`config.mk`:
```
export PLATFORM = sky130hd
export DESIGN_NAME = http_message_body_framer
export DESIGN_NICKNAME = d
export VERILOG_FILES = /design/src/hw/rtl/hmbf_pkg.sv /design/src/hw/rtl/hmbf_hdr_scan.sv /design/src/hw/rtl/hmbf_body_fsm.sv /design/src/hw/rtl/http_message_body_framer.sv
export SDC_FILE = /design/constraint.sdc
export NUM_CORES = 1
export LEC_CHECK = 0
export BUFFER_PORTS_ARGS = -buffer_cell sky130_fd_sc_hd__buf_2
export CORE_UTILIZATION = 55
export CTS_CLUSTER_DIAMETER = 100
export CTS_CLUSTER_SIZE = 30
export DETAILED_ROUTE_END_ITERATION = 8
export GPL_TIMING_DRIVEN = 0
export PLACE_DENSITY = 0.76
export RECOVER_POWER = 50
export SLEW_MARGIN = 20
export SYNTH_ARGS = -nofsm -noshare
export SYNTH_HDL_FRONTEND = slang
export SYNTH_SLANG_ARGS = --single-unit
export TNS_END_PERCENT = 50
```
`constraint.sdc`:
```
create_clock -name clk -period 6.65 [get_ports clk]
set_clock_uncertainty 0.2 [all_clocks]
set_input_delay 0.9975 -clock clk [delete_from_list [all_inputs] [get_ports clk]]
set_output_delay 0.9975 -clock clk [all_outputs]
set_load 0.03 [all_outputs]
```
`src/hw/rtl/hmbf_pkg.sv`:
```
`default_nettype none
// ----------------------------------------------------------------------------
// hmbf_pkg
// Shared types, constants and helper functions of the HTTP message body framer.
// ----------------------------------------------------------------------------
package hmbf_pkg;

  // length and chunk size limits
  localparam int LENGTH_BITS    = 32;
  localparam int MAX_HEX_DIGITS = 8;
  localparam int ACC_W          = 4 * MAX_HEX_DIGITS;
  localparam int REM_W          = (LENGTH_BITS > ACC_W) ? LENGTH_BITS : ACC_W;
  localparam int HEX_CNT_W      = $clog2(MAX_HEX_DIGITS + 1);

  // field names and the coding word
  localparam int TE_LEN = 18;
  localparam int CL_LEN = 15;
  localparam int CK_LEN = 7;
  localparam logic [8*TE_LEN-1:0] TE_NAME = "Transfer-Encoding:";
  localparam logic [8*CL_LEN-1:0] CL_NAME = "Content-Length:";
  localparam logic [8*CK_LEN-1:0] CK_WORD = "chunked";

  // character codes
  localparam logic [7:0] CH_CR   = 8'h0d;
  localparam logic [7:0] CH_LF   = 8'h0a;
  localparam logic [7:0] CH_SP   = 8'h20;
  localparam logic [7:0] CH_TAB  = 8'h09;
  localparam logic [7:0] CH_0    = 8'h30;
  localparam logic [7:0] CH_9    = 8'h39;
  localparam logic [7:0] CH_LA   = 8'h61;
  localparam logic [7:0] CH_LF_X = 8'h66;
  localparam logic [7:0] CH_UA   = 8'h41;
  localparam logic [7:0] CH_UF   = 8'h46;

  typedef enum logic [2:0] {
    PH_HEAD  = 3'd0,
    PH_SIZE  = 3'd1,
    PH_DATA  = 3'd2,
    PH_TRAIL = 3'd3,
    PH_BODY  = 3'd4,
    PH_DONE  = 3'd5,
    PH_ERR   = 3'd6
  } phase_t;

  // header field scanner states
  typedef enum logic [1:0] {TE_IDLE, TE_VALUE, TE_DONE} te_st_t;
  typedef enum logic [1:0] {CL_IDLE, CL_BLANK, CL_DIGITS, CL_DONE} cl_st_t;

  // header scanner status, next-state view
  typedef struct packed {
    logic                   hdr_end;
    logic                   chunked;
    logic                   cl_seen;
    logic                   len_bad;
    logic [LENGTH_BITS-1:0] cl_value;
  } hdr_stat_t;

  // one result
  typedef struct packed {
    logic       body_valid;
    logic [7:0] body_byte;
    phase_t     phase;
    logic       chunked_mode;
    logic       length_error;
    logic       accepted;
  } result_t;

  function automatic logic [7:0] te_char(input logic [4:0] idx);
    te_char = TE_NAME[8*(TE_LEN-1-int'(idx)) +: 8];
  endfunction

  function automatic logic [7:0] cl_char(input logic [3:0] idx);
    cl_char = CL_NAME[8*(CL_LEN-1-int'(idx)) +: 8];
  endfunction

  function automatic logic [7:0] ck_char(input logic [2:0] idx);
    ck_char = CK_WORD[8*(CK_LEN-1-int'(idx)) +: 8];
  endfunction

  // {ok, value} of one hex digit
  function automatic logic [4:0] hex_decode(input logic [7:0] b);
    logic [7:0] t;
    t = 8'h00;
    hex_decode = 5'b0_0000;
    if (b >= CH_0 && b <= CH_9) begin
      t = b - CH_0;
      hex_decode = {1'b1, t[3:0]};
    end else if (b >= CH_LA && b <= CH_LF_X) begin
      t = b - CH_LA + 8'd10;
      hex_decode = {1'b1, t[3:0]};
    end else if (b >= CH_UA && b <= CH_UF) begin
      t = b - CH_UA + 8'd10;
      hex_decode = {1'b1, t[3:0]};
    end
  endfunction

endpackage
`default_nettype wire

```
`src/hw/rtl/hmbf_hdr_scan.sv`:
```
`default_nettype none
// ----------------------------------------------------------------------------
// hmbf_hdr_scan
// Header matchers: header end, Transfer-Encoding value, Content-Length value.
// ----------------------------------------------------------------------------
module hmbf_hdr_scan (
  input  wire logic              clk,
  input  wire logic              rst_n,
  input  wire logic              en,
  input  wire logic [7:0]        data_byte,
  output hmbf_pkg::hdr_stat_t    stat
);
  import hmbf_pkg::*;

  localparam int CLP_W = LENGTH_BITS + 4;

  te_st_t                 te_st_r, te_st_nxt;
  cl_st_t                 cl_st_r, cl_st_nxt;
  logic [4:0]             te_idx_r, te_idx_nxt;
  logic [2:0]             ck_idx_r, ck_idx_nxt;
  logic                   ck_found_r, ck_found_nxt;
  logic [3:0]             cl_idx_r, cl_idx_nxt;
  logic [LENGTH_BITS-1:0] cl_val_r, cl_val_nxt;
  logic                   cl_bad_r, cl_bad_nxt;
  logic [1:0]             he_r, he_nxt;
  logic                   hdr_end;
  logic                   is_digit;
  logic [7:0]             digit;
  logic [CLP_W-1:0]       prod;
  logic [7:0]             he_want;

  assign is_digit = (data_byte >= CH_0) && (data_byte <= CH_9);
  assign digit    = data_byte - CH_0;
  // value * 10 + digit, overflow shows in the top bits
  assign prod = ({4'b0000, cl_val_r} << 3) + ({4'b0000, cl_val_r} << 1)
              + CLP_W'(digit);
  assign he_want = he_r[0] ? CH_LF : CH_CR;

  always_comb begin
    te_st_nxt    = te_st_r;
    te_idx_nxt   = te_idx_r;
    ck_idx_nxt   = ck_idx_r;
    ck_found_nxt = ck_found_r;
    cl_st_nxt    = cl_st_r;
    cl_idx_nxt   = cl_idx_r;
    cl_val_nxt   = cl_val_r;
    cl_bad_nxt   = cl_bad_r;
    he_nxt       = he_r;
    hdr_end      = 1'b0;
    if (en) begin
      // transfer-encoding
      case (te_st_r)
        TE_IDLE: begin
          if (data_byte == te_char(te_idx_r)) begin
            if (te_idx_r == 5'(TE_LEN - 1)) begin
              te_st_nxt  = TE_VALUE;
              te_idx_nxt = 5'd0;
            end else begin
              te_idx_nxt = te_idx_r + 5'd1;
            end
          end else begin
            te_idx_nxt = (data_byte == te_char(5'd0)) ? 5'd1 : 5'd0;
          end
        end
        TE_VALUE: begin
          if (data_byte == CH_CR) begin
            te_st_nxt = TE_DONE;
          end else if (!ck_found_r) begin
            if (data_byte == ck_char(ck_idx_r)) begin
              if (ck_idx_r == 3'(CK_LEN - 1)) begin
                ck_found_nxt = 1'b1;
                ck_idx_nxt   = 3'd0;
              end else begin
                ck_idx_nxt = ck_idx_r + 3'd1;
              end
            end else begin
              ck_idx_nxt = (data_byte == ck_char(3'd0)) ? 3'd1 : 3'd0;
            end
          end
        end
        default: ;
      endcase

      // content-length
      case (cl_st_r)
        CL_IDLE: begin
          if (data_byte == cl_char(cl_idx_r)) begin
            if (cl_idx_r == 4'(CL_LEN - 1)) begin
              cl_st_nxt  = CL_BLANK;
              cl_idx_nxt = 4'd0;
            end else begin
              cl_idx_nxt = cl_idx_r + 4'd1;
            end
          end else begin
            cl_idx_nxt = (data_byte == cl_char(4'd0)) ? 4'd1 : 4'd0;
          end
        end
        CL_BLANK, CL_DIGITS: begin
          if (is_digit) begin
            if (prod[CLP_W-1:LENGTH_BITS] != 4'd0) begin
              cl_bad_nxt = 1'b1;
              cl_st_nxt  = CL_DONE;
            end else begin
              cl_val_nxt = prod[LENGTH_BITS-1:0];
              cl_st_nxt  = CL_DIGITS;
            end
          end else if (cl_st_r == CL_BLANK &&
                       (data_byte == CH_SP || data_byte == CH_TAB)) begin
            cl_st_nxt = CL_BLANK;
          end else begin
            if (cl_st_r == CL_BLANK) cl_bad_nxt = 1'b1;
            cl_st_nxt = CL_DONE;
          end
        end
        default: ;
      endcase

      // cr lf cr lf
      if (data_byte == he_want) begin
        if (he_r == 2'd3) begin
          he_nxt  = 2'd0;
          hdr_end = 1'b1;
        end else begin
          he_nxt = he_r + 2'd1;
        end
      end else begin
        he_nxt = (data_byte == CH_CR) ? 2'd1 : 2'd0;
      end
    end
  end

  always_ff @(posedge clk) begin
    if (!rst_n) begin
      te_st_r    <= TE_IDLE;
      te_idx_r   <= 5'd0;
      ck_idx_r   <= 3'd0;
      ck_found_r <= 1'b0;
      cl_st_r    <= CL_IDLE;
      cl_idx_r   <= 4'd0;
      cl_val_r   <= '0;
      cl_bad_r   <= 1'b0;
      he_r       <= 2'd0;
    end else begin
      te_st_r    <= te_st_nxt;
      te_idx_r   <= te_idx_nxt;
      ck_idx_r   <= ck_idx_nxt;
      ck_found_r <= ck_found_nxt;
      cl_st_r    <= cl_st_nxt;
      cl_idx_r   <= cl_idx_nxt;
      cl_val_r   <= cl_val_nxt;
      cl_bad_r   <= cl_bad_nxt;
      he_r       <= he_nxt;
    end
  end

  assign stat.hdr_end  = hdr_end;
  assign stat.chunked  = ck_found_nxt;
  assign stat.cl_seen  = (cl_st_nxt != CL_IDLE);
  assign stat.len_bad  = cl_bad_nxt || (cl_st_nxt == CL_BLANK);
  assign stat.cl_value = cl_val_nxt;

endmodule
`default_nettype wire

```
`src/hw/rtl/hmbf_body_fsm.sv`:
```
`default_nettype none
// ----------------------------------------------------------------------------
// hmbf_body_fsm
// Phase sequencer: body length countdown and chunked size/data/trailer steps.
// ----------------------------------------------------------------------------
module hmbf_body_fsm (
  input  wire logic              clk,
  input  wire logic              rst_n,
  input  wire logic              step,
  input  wire logic [7:0]        data_byte,
  input  hmbf_pkg::hdr_stat_t    hdr,
  output logic                   in_head,
  output hmbf_pkg::result_t      res
);
  import hmbf_pkg::*;

  phase_t               phase_r, phase_nxt;
  logic [ACC_W-1:0]     acc_r, acc_nxt;
  logic [HEX_CNT_W-1:0] hcnt_r, hcnt_nxt;
  logic                 cr_r, cr_nxt;
  logic [REM_W-1:0]     rem_r, rem_nxt;
  logic                 trail_r, trail_nxt;
  logic                 chunked_r, chunked_nxt;
  logic                 len_err_r, len_err_nxt;
  logic [4:0]           hex;
  logic [REM_W-1:0]     rem_dec;

  assign in_head = (phase_r == PH_HEAD);
  assign hex     = hex_decode(data_byte);
  assign rem_dec = rem_r - REM_W'(rem_r != '0);

  // next state
  always_comb begin
    phase_nxt   = phase_r;
    acc_nxt     = acc_r;
    hcnt_nxt    = hcnt_r;
    cr_nxt      = cr_r;
    rem_nxt     = rem_r;
    trail_nxt   = trail_r;
    chunked_nxt = chunked_r;
    len_err_nxt = len_err_r;
    if (step) begin
      case (phase_r)
        PH_HEAD: begin
          if (hdr.hdr_end) begin
            if (hdr.chunked) begin
              phase_nxt   = PH_SIZE;
              chunked_nxt = 1'b1;
              acc_nxt     = '0;
              hcnt_nxt    = '0;
              cr_nxt      = 1'b0;
            end else if (hdr.cl_seen) begin
              if (hdr.len_bad) begin
                len_err_nxt = 1'b1;
                phase_nxt   = PH_DONE;
              end else if (hdr.cl_value == '0) begin
                phase_nxt = PH_DONE;
              end else begin
                rem_nxt   = REM_W'(hdr.cl_value);
                phase_nxt = PH_BODY;
              end
            end else begin
              phase_nxt = PH_DONE;
            end
          end
        end
        PH_SIZE: begin
          if (cr_r) begin
            cr_nxt = 1'b0;
            if (data_byte != CH_LF || hcnt_r == '0) begin
              phase_nxt = PH_ERR;
            end else if (acc_r == '0) begin
              phase_nxt = PH_TRAIL;
              trail_nxt = 1'b0;
            end else begin
              rem_nxt   = REM_W'(acc_r);
              trail_nxt = 1'b0;
              phase_nxt = PH_DATA;
            end
          end else if (data_byte == CH_CR) begin
            cr_nxt = 1'b1;
          end else if (!hex[4] || hcnt_r >= HEX_CNT_W'(MAX_HEX_DIGITS)) begin
            phase_nxt = PH_ERR;
          end else begin
            acc_nxt  = (acc_r << 4) | ACC_W'(hex[3:0]);
            hcnt_nxt = hcnt_r + HEX_CNT_W'(1);
          end
        end
        PH_DATA: begin
          if (rem_r != '0) begin
            rem_nxt = rem_dec;
          end else if (!trail_r) begin
            trail_nxt = 1'b1;
          end else begin
            trail_nxt = 1'b0;
            acc_nxt   = '0;
            hcnt_nxt  = '0;
            cr_nxt    = 1'b0;
            phase_nxt = PH_SIZE;
          end
        end
        PH_TRAIL: begin
          if (!trail_r) begin
            if (data_byte == CH_CR) trail_nxt = 1'b1;
            else                    phase_nxt = PH_ERR;
          end else begin
            trail_nxt = 1'b0;
            phase_nxt = (data_byte == CH_LF) ? PH_DONE : PH_ERR;
          end
        end
        PH_BODY: begin
          rem_nxt = rem_dec;
          if (rem_dec == '0) phase_nxt = PH_DONE;
        end
        default: ;
      endcase
    end
  end

  // result fields
  always_comb begin
    res.body_valid   = 1'b0;
    res.accepted     = 1'b1;
    case (phase_r)
      PH_DATA:  res.body_valid = (rem_r != '0);
      PH_BODY:  res.body_valid = 1'b1;
      PH_HEAD, PH_SIZE, PH_TRAIL: ;
      default:  res.accepted = 1'b0;
    endcase
    res.body_byte    = res.body_valid ? data_byte : 8'h00;
    res.phase        = phase_nxt;
    res.chunked_mode = chunked_nxt;
    res.length_error = len_err_nxt;
  end

  always_ff @(posedge clk) begin
    if (!rst_n) begin
      phase_r   <= PH_HEAD;
      acc_r     <= '0;
      hcnt_r    <= '0;
      cr_r      <= 1'b0;
      rem_r     <= '0;
      trail_r   <= 1'b0;
      chunked_r <= 1'b0;
      len_err_r <= 1'b0;
    end else begin
      phase_r   <= phase_nxt;
      acc_r     <= acc_nxt;
      hcnt_r    <= hcnt_nxt;
      cr_r      <= cr_nxt;
      rem_r     <= rem_nxt;
      trail_r   <= trail_nxt;
      chunked_r <= chunked_nxt;
      len_err_r <= len_err_nxt;
    end
  end

endmodule
`default_nettype wire

```
`src/hw/rtl/http_message_body_framer.sv`:
```
`default_nettype none
// ----------------------------------------------------------------------------
// http_message_body_framer
// Byte-serial HTTP request framer: header scan, Content-Length body pass and
// chunked transfer decoding, one result per request byte.
// ----------------------------------------------------------------------------
//  channel | handshake            | payload
//  --------+----------------------+------------------------------------------
//  in      | in_valid / in_ready  | in_data_byte
//  out     | out_valid / out_ready| out_out_valid, out_out_byte, out_phase,
//          |                      | out_chunked_mode, out_length_error,
//          |                      | out_accepted
//
//  one request per cycle sustained while the receiver takes every result;
//  a request passes the input register, then the step logic into the result
//  register; the step rate is set by the update of the phase sequencer
//  reset: synchronous, active low; phase starts in header scan
//  a stalled result holds in the result register; the input register keeps
//  taking a request and stalls only when both stages are full
// ----------------------------------------------------------------------------
module http_message_body_framer (
  input  wire logic       clk,
  input  wire logic       rst_n,
  input  wire logic       in_valid,
  output logic            in_ready,
  input  wire logic [7:0] in_data_byte,
  output logic            out_valid,
  input  wire logic       out_ready,
  output logic            out_out_valid,
  output logic [7:0]      out_out_byte,
  output logic [2:0]      out_phase,
  output logic            out_chunked_mode,
  output logic            out_length_error,
  output logic            out_accepted
);
  import hmbf_pkg::*;

  // input register
  logic       s1_valid_r, s1_valid_nxt;
  logic [7:0] s1_byte_r;
  // result register
  logic       out_valid_r, out_valid_nxt;
  result_t    res_r;

  logic       advance;
  logic       in_head;
  hdr_stat_t  hdr;
  result_t    res;

  // step the framer when a byte waits and the result slot is free or draining
  assign advance  = s1_valid_r && (!out_valid_r || out_ready);
  assign in_ready = !s1_valid_r || advance;

  always_comb begin
    s1_valid_nxt = s1_valid_r;
    if (in_valid && in_ready) s1_valid_nxt = 1'b1;
    else if (advance)         s1_valid_nxt = 1'b0;
  end

  always_comb begin
    out_valid_nxt = out_valid_r;
    if (advance)        out_valid_nxt = 1'b1;
    else if (out_ready) out_valid_nxt = 1'b0;
  end

  always_ff @(posedge clk) begin
    if (!rst_n) begin
      s1_valid_r  <= 1'b0;
      out_valid_r <= 1'b0;
    end else begin
      s1_valid_r  <= s1_valid_nxt;
      out_valid_r <= out_valid_nxt;
    end
  end

  // payload registers, no reset
  always_ff @(posedge clk) begin
    if (in_valid && in_ready) s1_byte_r <= in_data_byte;
    if (advance)              res_r     <= res;
  end

  // header matchers only move while in header scan
  hmbf_hdr_scan u_hdr_scan (
    .clk       (clk),
    .rst_n     (rst_n),
    .en        (advance && in_head),
    .data_byte (s1_byte_r),
    .stat      (hdr)
  );

  // phase sequencer and result formation
  hmbf_body_fsm u_body_fsm (
    .clk       (clk),
    .rst_n     (rst_n),
    .step      (advance),
    .data_byte (s1_byte_r),
    .hdr       (hdr),
    .in_head   (in_head),
    .res       (res)
  );

  assign out_valid        = out_valid_r;
  assign out_out_valid    = res_r.body_valid;
  assign out_out_byte     = res_r.body_byte;
  assign out_phase        = res_r.phase;
  assign out_chunked_mode = res_r.chunked_mode;
  assign out_length_error = res_r.length_error;
  assign out_accepted     = res_r.accepted;

endmodule
`default_nettype wire

```
==> metrics.txt <==
drt pass-1 iters=6; CTS clk-pin slew, worst paths=0.07 ns; final worst slack=0.131 ns; hold buffer count at CTS=0; share of layout cells above drive strength 1=7.29%; Cell variety after synth=95; Nets=1629; post-synthesis instance total=1475; GP Congestion=0.993; post-route ant nets=0; DP Wirelength=27400 µm; top_reg_cell synth=dfxtp_1; Slew Limit Fails=0; post-route total power=0.00226 W; maximum clock path buffer count=2; grt total ovfl=0; r2r setup slk=0.13 ns; FFs w/ async S/R, synth=0%; Sw Ratio=23.2%; first-pass GRT wire length=57600 µm; EDFF count, synth=23; routing usage on met2=54.2%; Clock Latency Late Sink=0.43 ns; Die Area=22500 µm²; Startpoint Class=register; # diodes=0; min Tclk post-route=6.52 ns; Starting Density=56.7%; routed wire length=36300 µm; H-tree depth=4; Comb pwr share=6.6%; maximum fanout along the worst path=10; initial antenna violation count=0; Max-Cap Viols=0; maximum vdd drop=0.174 mV; Pwr per Cell Area=171 nW/µm²; WHS Endpoint=u_hdr_scan.he_r[1]$_SDFFE_PN0P_; Worst Max-Slew Pin Slew=1.23 ns; synthesis-to-finish area growth=9.85%; critical path capture point type=register; pre-CTS setup slack=-0.166 ns; sequential element share of the synthesized area=27.2%; Die X=150 µm; clock share of power=51.4%; clock sink count=152; total placed instance area=12500 µm²; finished layout cell area=13200 µm²; R2R cell count=17; GR peak layer=met2; status=finished, final reports clean; Yosys reg bits=152; Avg Inst Size Synth=8.16 µm²; Fmax=153 MHz; num rows=53; leakage=5.29 nW; Net Switching=0.000523 W; Hold Vio Cnt, Final=0; Worst Setup Path Type=reg2reg; total CTS buffers=17; Hold Path Origin=u_hdr_scan.he_r[1]$_SDFFE_PN0P_; CTS Root Cell=clkbuf_16; IO buf count=27; syn_nets=1580; Initial DRC Count=1212; Fin Hold WS=0.261 ns; Post-Syn Area=12000 µm²; largest net degree at the start of global routing=21; final setup fails=0; met1 Track Usage GR=43.4%; WHS Path Cells=2; RR Startpoint=s1_byte_r[6]$_DFFE_PP_; FF-to-FF End=u_body_fsm.rem_r[26]$_SDFFE_PN0P_; YS warnings=0; CP required=6.76 ns; vias in the first global route=10796; GR Util met3=4.85%; Final period util=98.0%; DRC=0; Hold Path Class=reg2reg; CTS tree=yes; via count=11864; Reg power frac=42.0%; CORE AREA=21200 µm²; Die H=150 µm; setup repair after global routing missed its margin=no; Int Power=0.00173 W; slew margin rel.=17.2%; vias per cell=6.55; Wirelength per Cell=20.1 µm; IO Count=29; crit path DAT=6.63 ns; Total Routing Usage GR=32.8%
[stage by stage]
stage | util [%] | std cells | setup TNS [ns]
final | 62.3 | 1812 | 0
after global routing | 62.3 | 1812 | 0
after CTS | 62.3 | 1809 | 0
after detailed placement | 59.0 | 1777 | -1.70
after global placement | 59.0 | 1777 | -1.19
after floorplan | - | 1475 | 0
[worst max-delay path: stages, from the launching register on]
cell,delay [ns]
edfxtp_1,0.35
clkbuf_1,0.34
clkbuf_2,0.35
xor2_1,0.36
fa_1,0.48
inv_1,0.07
ha_1,0.29
a21oi_1,0.23
o21ai_1,0.18
a22oi_2,0.37
a211oi_1,0.20
or4_1,0.60
or4_1,0.53
or4_1,0.61
o41ai_2,0.52
a21oi_2,0.22
buf_6,0.22
o221a_1,0.26
[worst max-delay path by stage]
stage | end | slack [ns] | depth (start not counted) | from
after global placement | u_body_fsm.rem_r[8]$_SDFFE_PN0P_ | -0.09 | 18 | s1_byte_r[4]$_DFFE_PP_
after detailed placement | u_body_fsm.rem_r[13]$_SDFFE_PN0P_ | -0.17 | 18 | s1_byte_r[4]$_DFFE_PP_
after CTS | u_body_fsm.rem_r[7]$_SDFFE_PN0P_ | 0.01 | 17 | s1_byte_r[6]$_DFFE_PP_
final | u_body_fsm.rem_r[26]$_SDFFE_PN0P_ | 0.13 | 17 | s1_byte_r[6]$_DFFE_PP_
after global routing | u_body_fsm.rem_r[26]$_SDFFE_PN0P_ | 0.03 | 19 | s1_byte_r[5]$_DFFE_PP_
after floorplan | u_body_fsm.rem_r[26]$_SDFFE_PN0P_ | 1.11 | 18 | s1_byte_r[4]$_DFFE_PP_
[synth_stat cells, drive strengths merged, types with 18 or more instances]
library cell | number | share of area [%]
nand2 | 92 | 2.9
clkbuf | 78 | 2.8
xnor2 | 33 | 2.4
ha | 87 | 9.0
o221a | 32 | 3.0
a21oi | 85 | 3.6
a22oi | 39 | 2.5
o21ai | 89 | 3.7
inv | 55 | 1.7
a211oi | 18 | 1.2
xor2 | 41 | 3.0
nand3 | 32 | 1.3
edfxtp | 23 | 5.7
nor4 | 37 | 2.0
nand4 | 21 | 1.1
and2 | 24 | 1.2
a221oi | 31 | 2.3
nor3 | 47 | 2.0
o211ai | 20 | 1.3
nor2 | 165 | 5.1
nand2b | 21 | 1.1
buf | 20 | 1.6
mux2i | 31 | 2.6
dfxtp | 129 | 21
[state kept, by name, summed over array words and instances, names as in the netlist, 2 cells and up]
| register | flops |
|---|---|
| u_body_fsm.acc_r | 32 |
| s1_byte_r | 8 |
| u_hdr_scan.te_st_r | 2 |
| u_hdr_scan.cl_val_r | 32 |
| out_phase | 3 |
| u_body_fsm.hcnt_r | 4 |
| u_body_fsm.rem_r | 32 |
| u_body_fsm.phase_r | 3 |
| u_hdr_scan.he_r | 2 |
| u_hdr_scan.cl_idx_r | 4 |
| u_hdr_scan.cl_st_r | 2 |
| u_hdr_scan.ck_idx_r | 3 |
| u_hdr_scan.te_idx_r | 5 |
| out_out_byte | 8 |
[placed cells by master (no fill, tap or decap), drive strengths merged, types with 37 or more instances in the layout]
master / netlist / routed
nor2: 165 / 165
dfxtp: 129 / 129
clkbuf: 78 / 113
nand2: 92 / 92
o21ai: 89 / 89
ha: 87 / 87
a21oi: 85 / 85
inv: 55 / 58
nor3: 47 / 47
xor2: 41 / 41
a22oi: 39 / 39
nor4: 37 / 37
[kinds of logic after synthesis]
logic type / share of synthesized area (%)
adder cells (fa/ha/maj): 10.1
buffers and inverters: 6.77
XOR/XNOR: 5.38
multiplexers: 3.23
flip-flops: 27.2
AO/OA/AOI/OAI: 25.4
AND/OR/NAND/NOR: 21.9
[per-layer routing]
metal | vias up | part of all wire [%]
met4 | 0 | 3.4
met1 | 5635 | 43
li1 | 5601 | -
met5 | - | 0
met3 | 93 | 6.9
met2 | 535 | 46
[area by class of cell]
| cell class | instances | area, µm² |
|---|---|---|
| inverter | 57 | 215 |
| multi-input combinational | 1163 | 7970 |
| clock buffer | 17 | 425 |
| sequential | 152 | 3270 |
| buffer | 103 | 592 |
| tap | 275 | 344 |
| clock inverter | 15 | 272 |
| timing repair buffer | 30 | 136 |
| fill | 1906 | 8000 |
[power by group through the flow]
| stage | clock network (W) | registers (W) | logic (W) |
|---|---|---|---|
| floorplan | 0 | 0.000973 | 0.0000942 |
| global placement | 0 | 0.000968 | 0.000140 |
| detailed placement | 0 | 0.000968 | 0.000143 |
| CTS | 0.00116 | 0.000948 | 0.000145 |
| global route | 0.00120 | 0.000949 | 0.000161 |
| finish | 0.00116 | 0.000948 | 0.000148 |
[timing repair]
action | 4_1_cts | 5_1_grt
hold endpoints to repair | 0 | 0
setup buffers | 0 | 3
resized for setup | 3 | 5
endpoints found under the setup margin | 32 | 52
pin swaps | 0 | 0
Note: power is estimated with default switching activity, not from simulation.
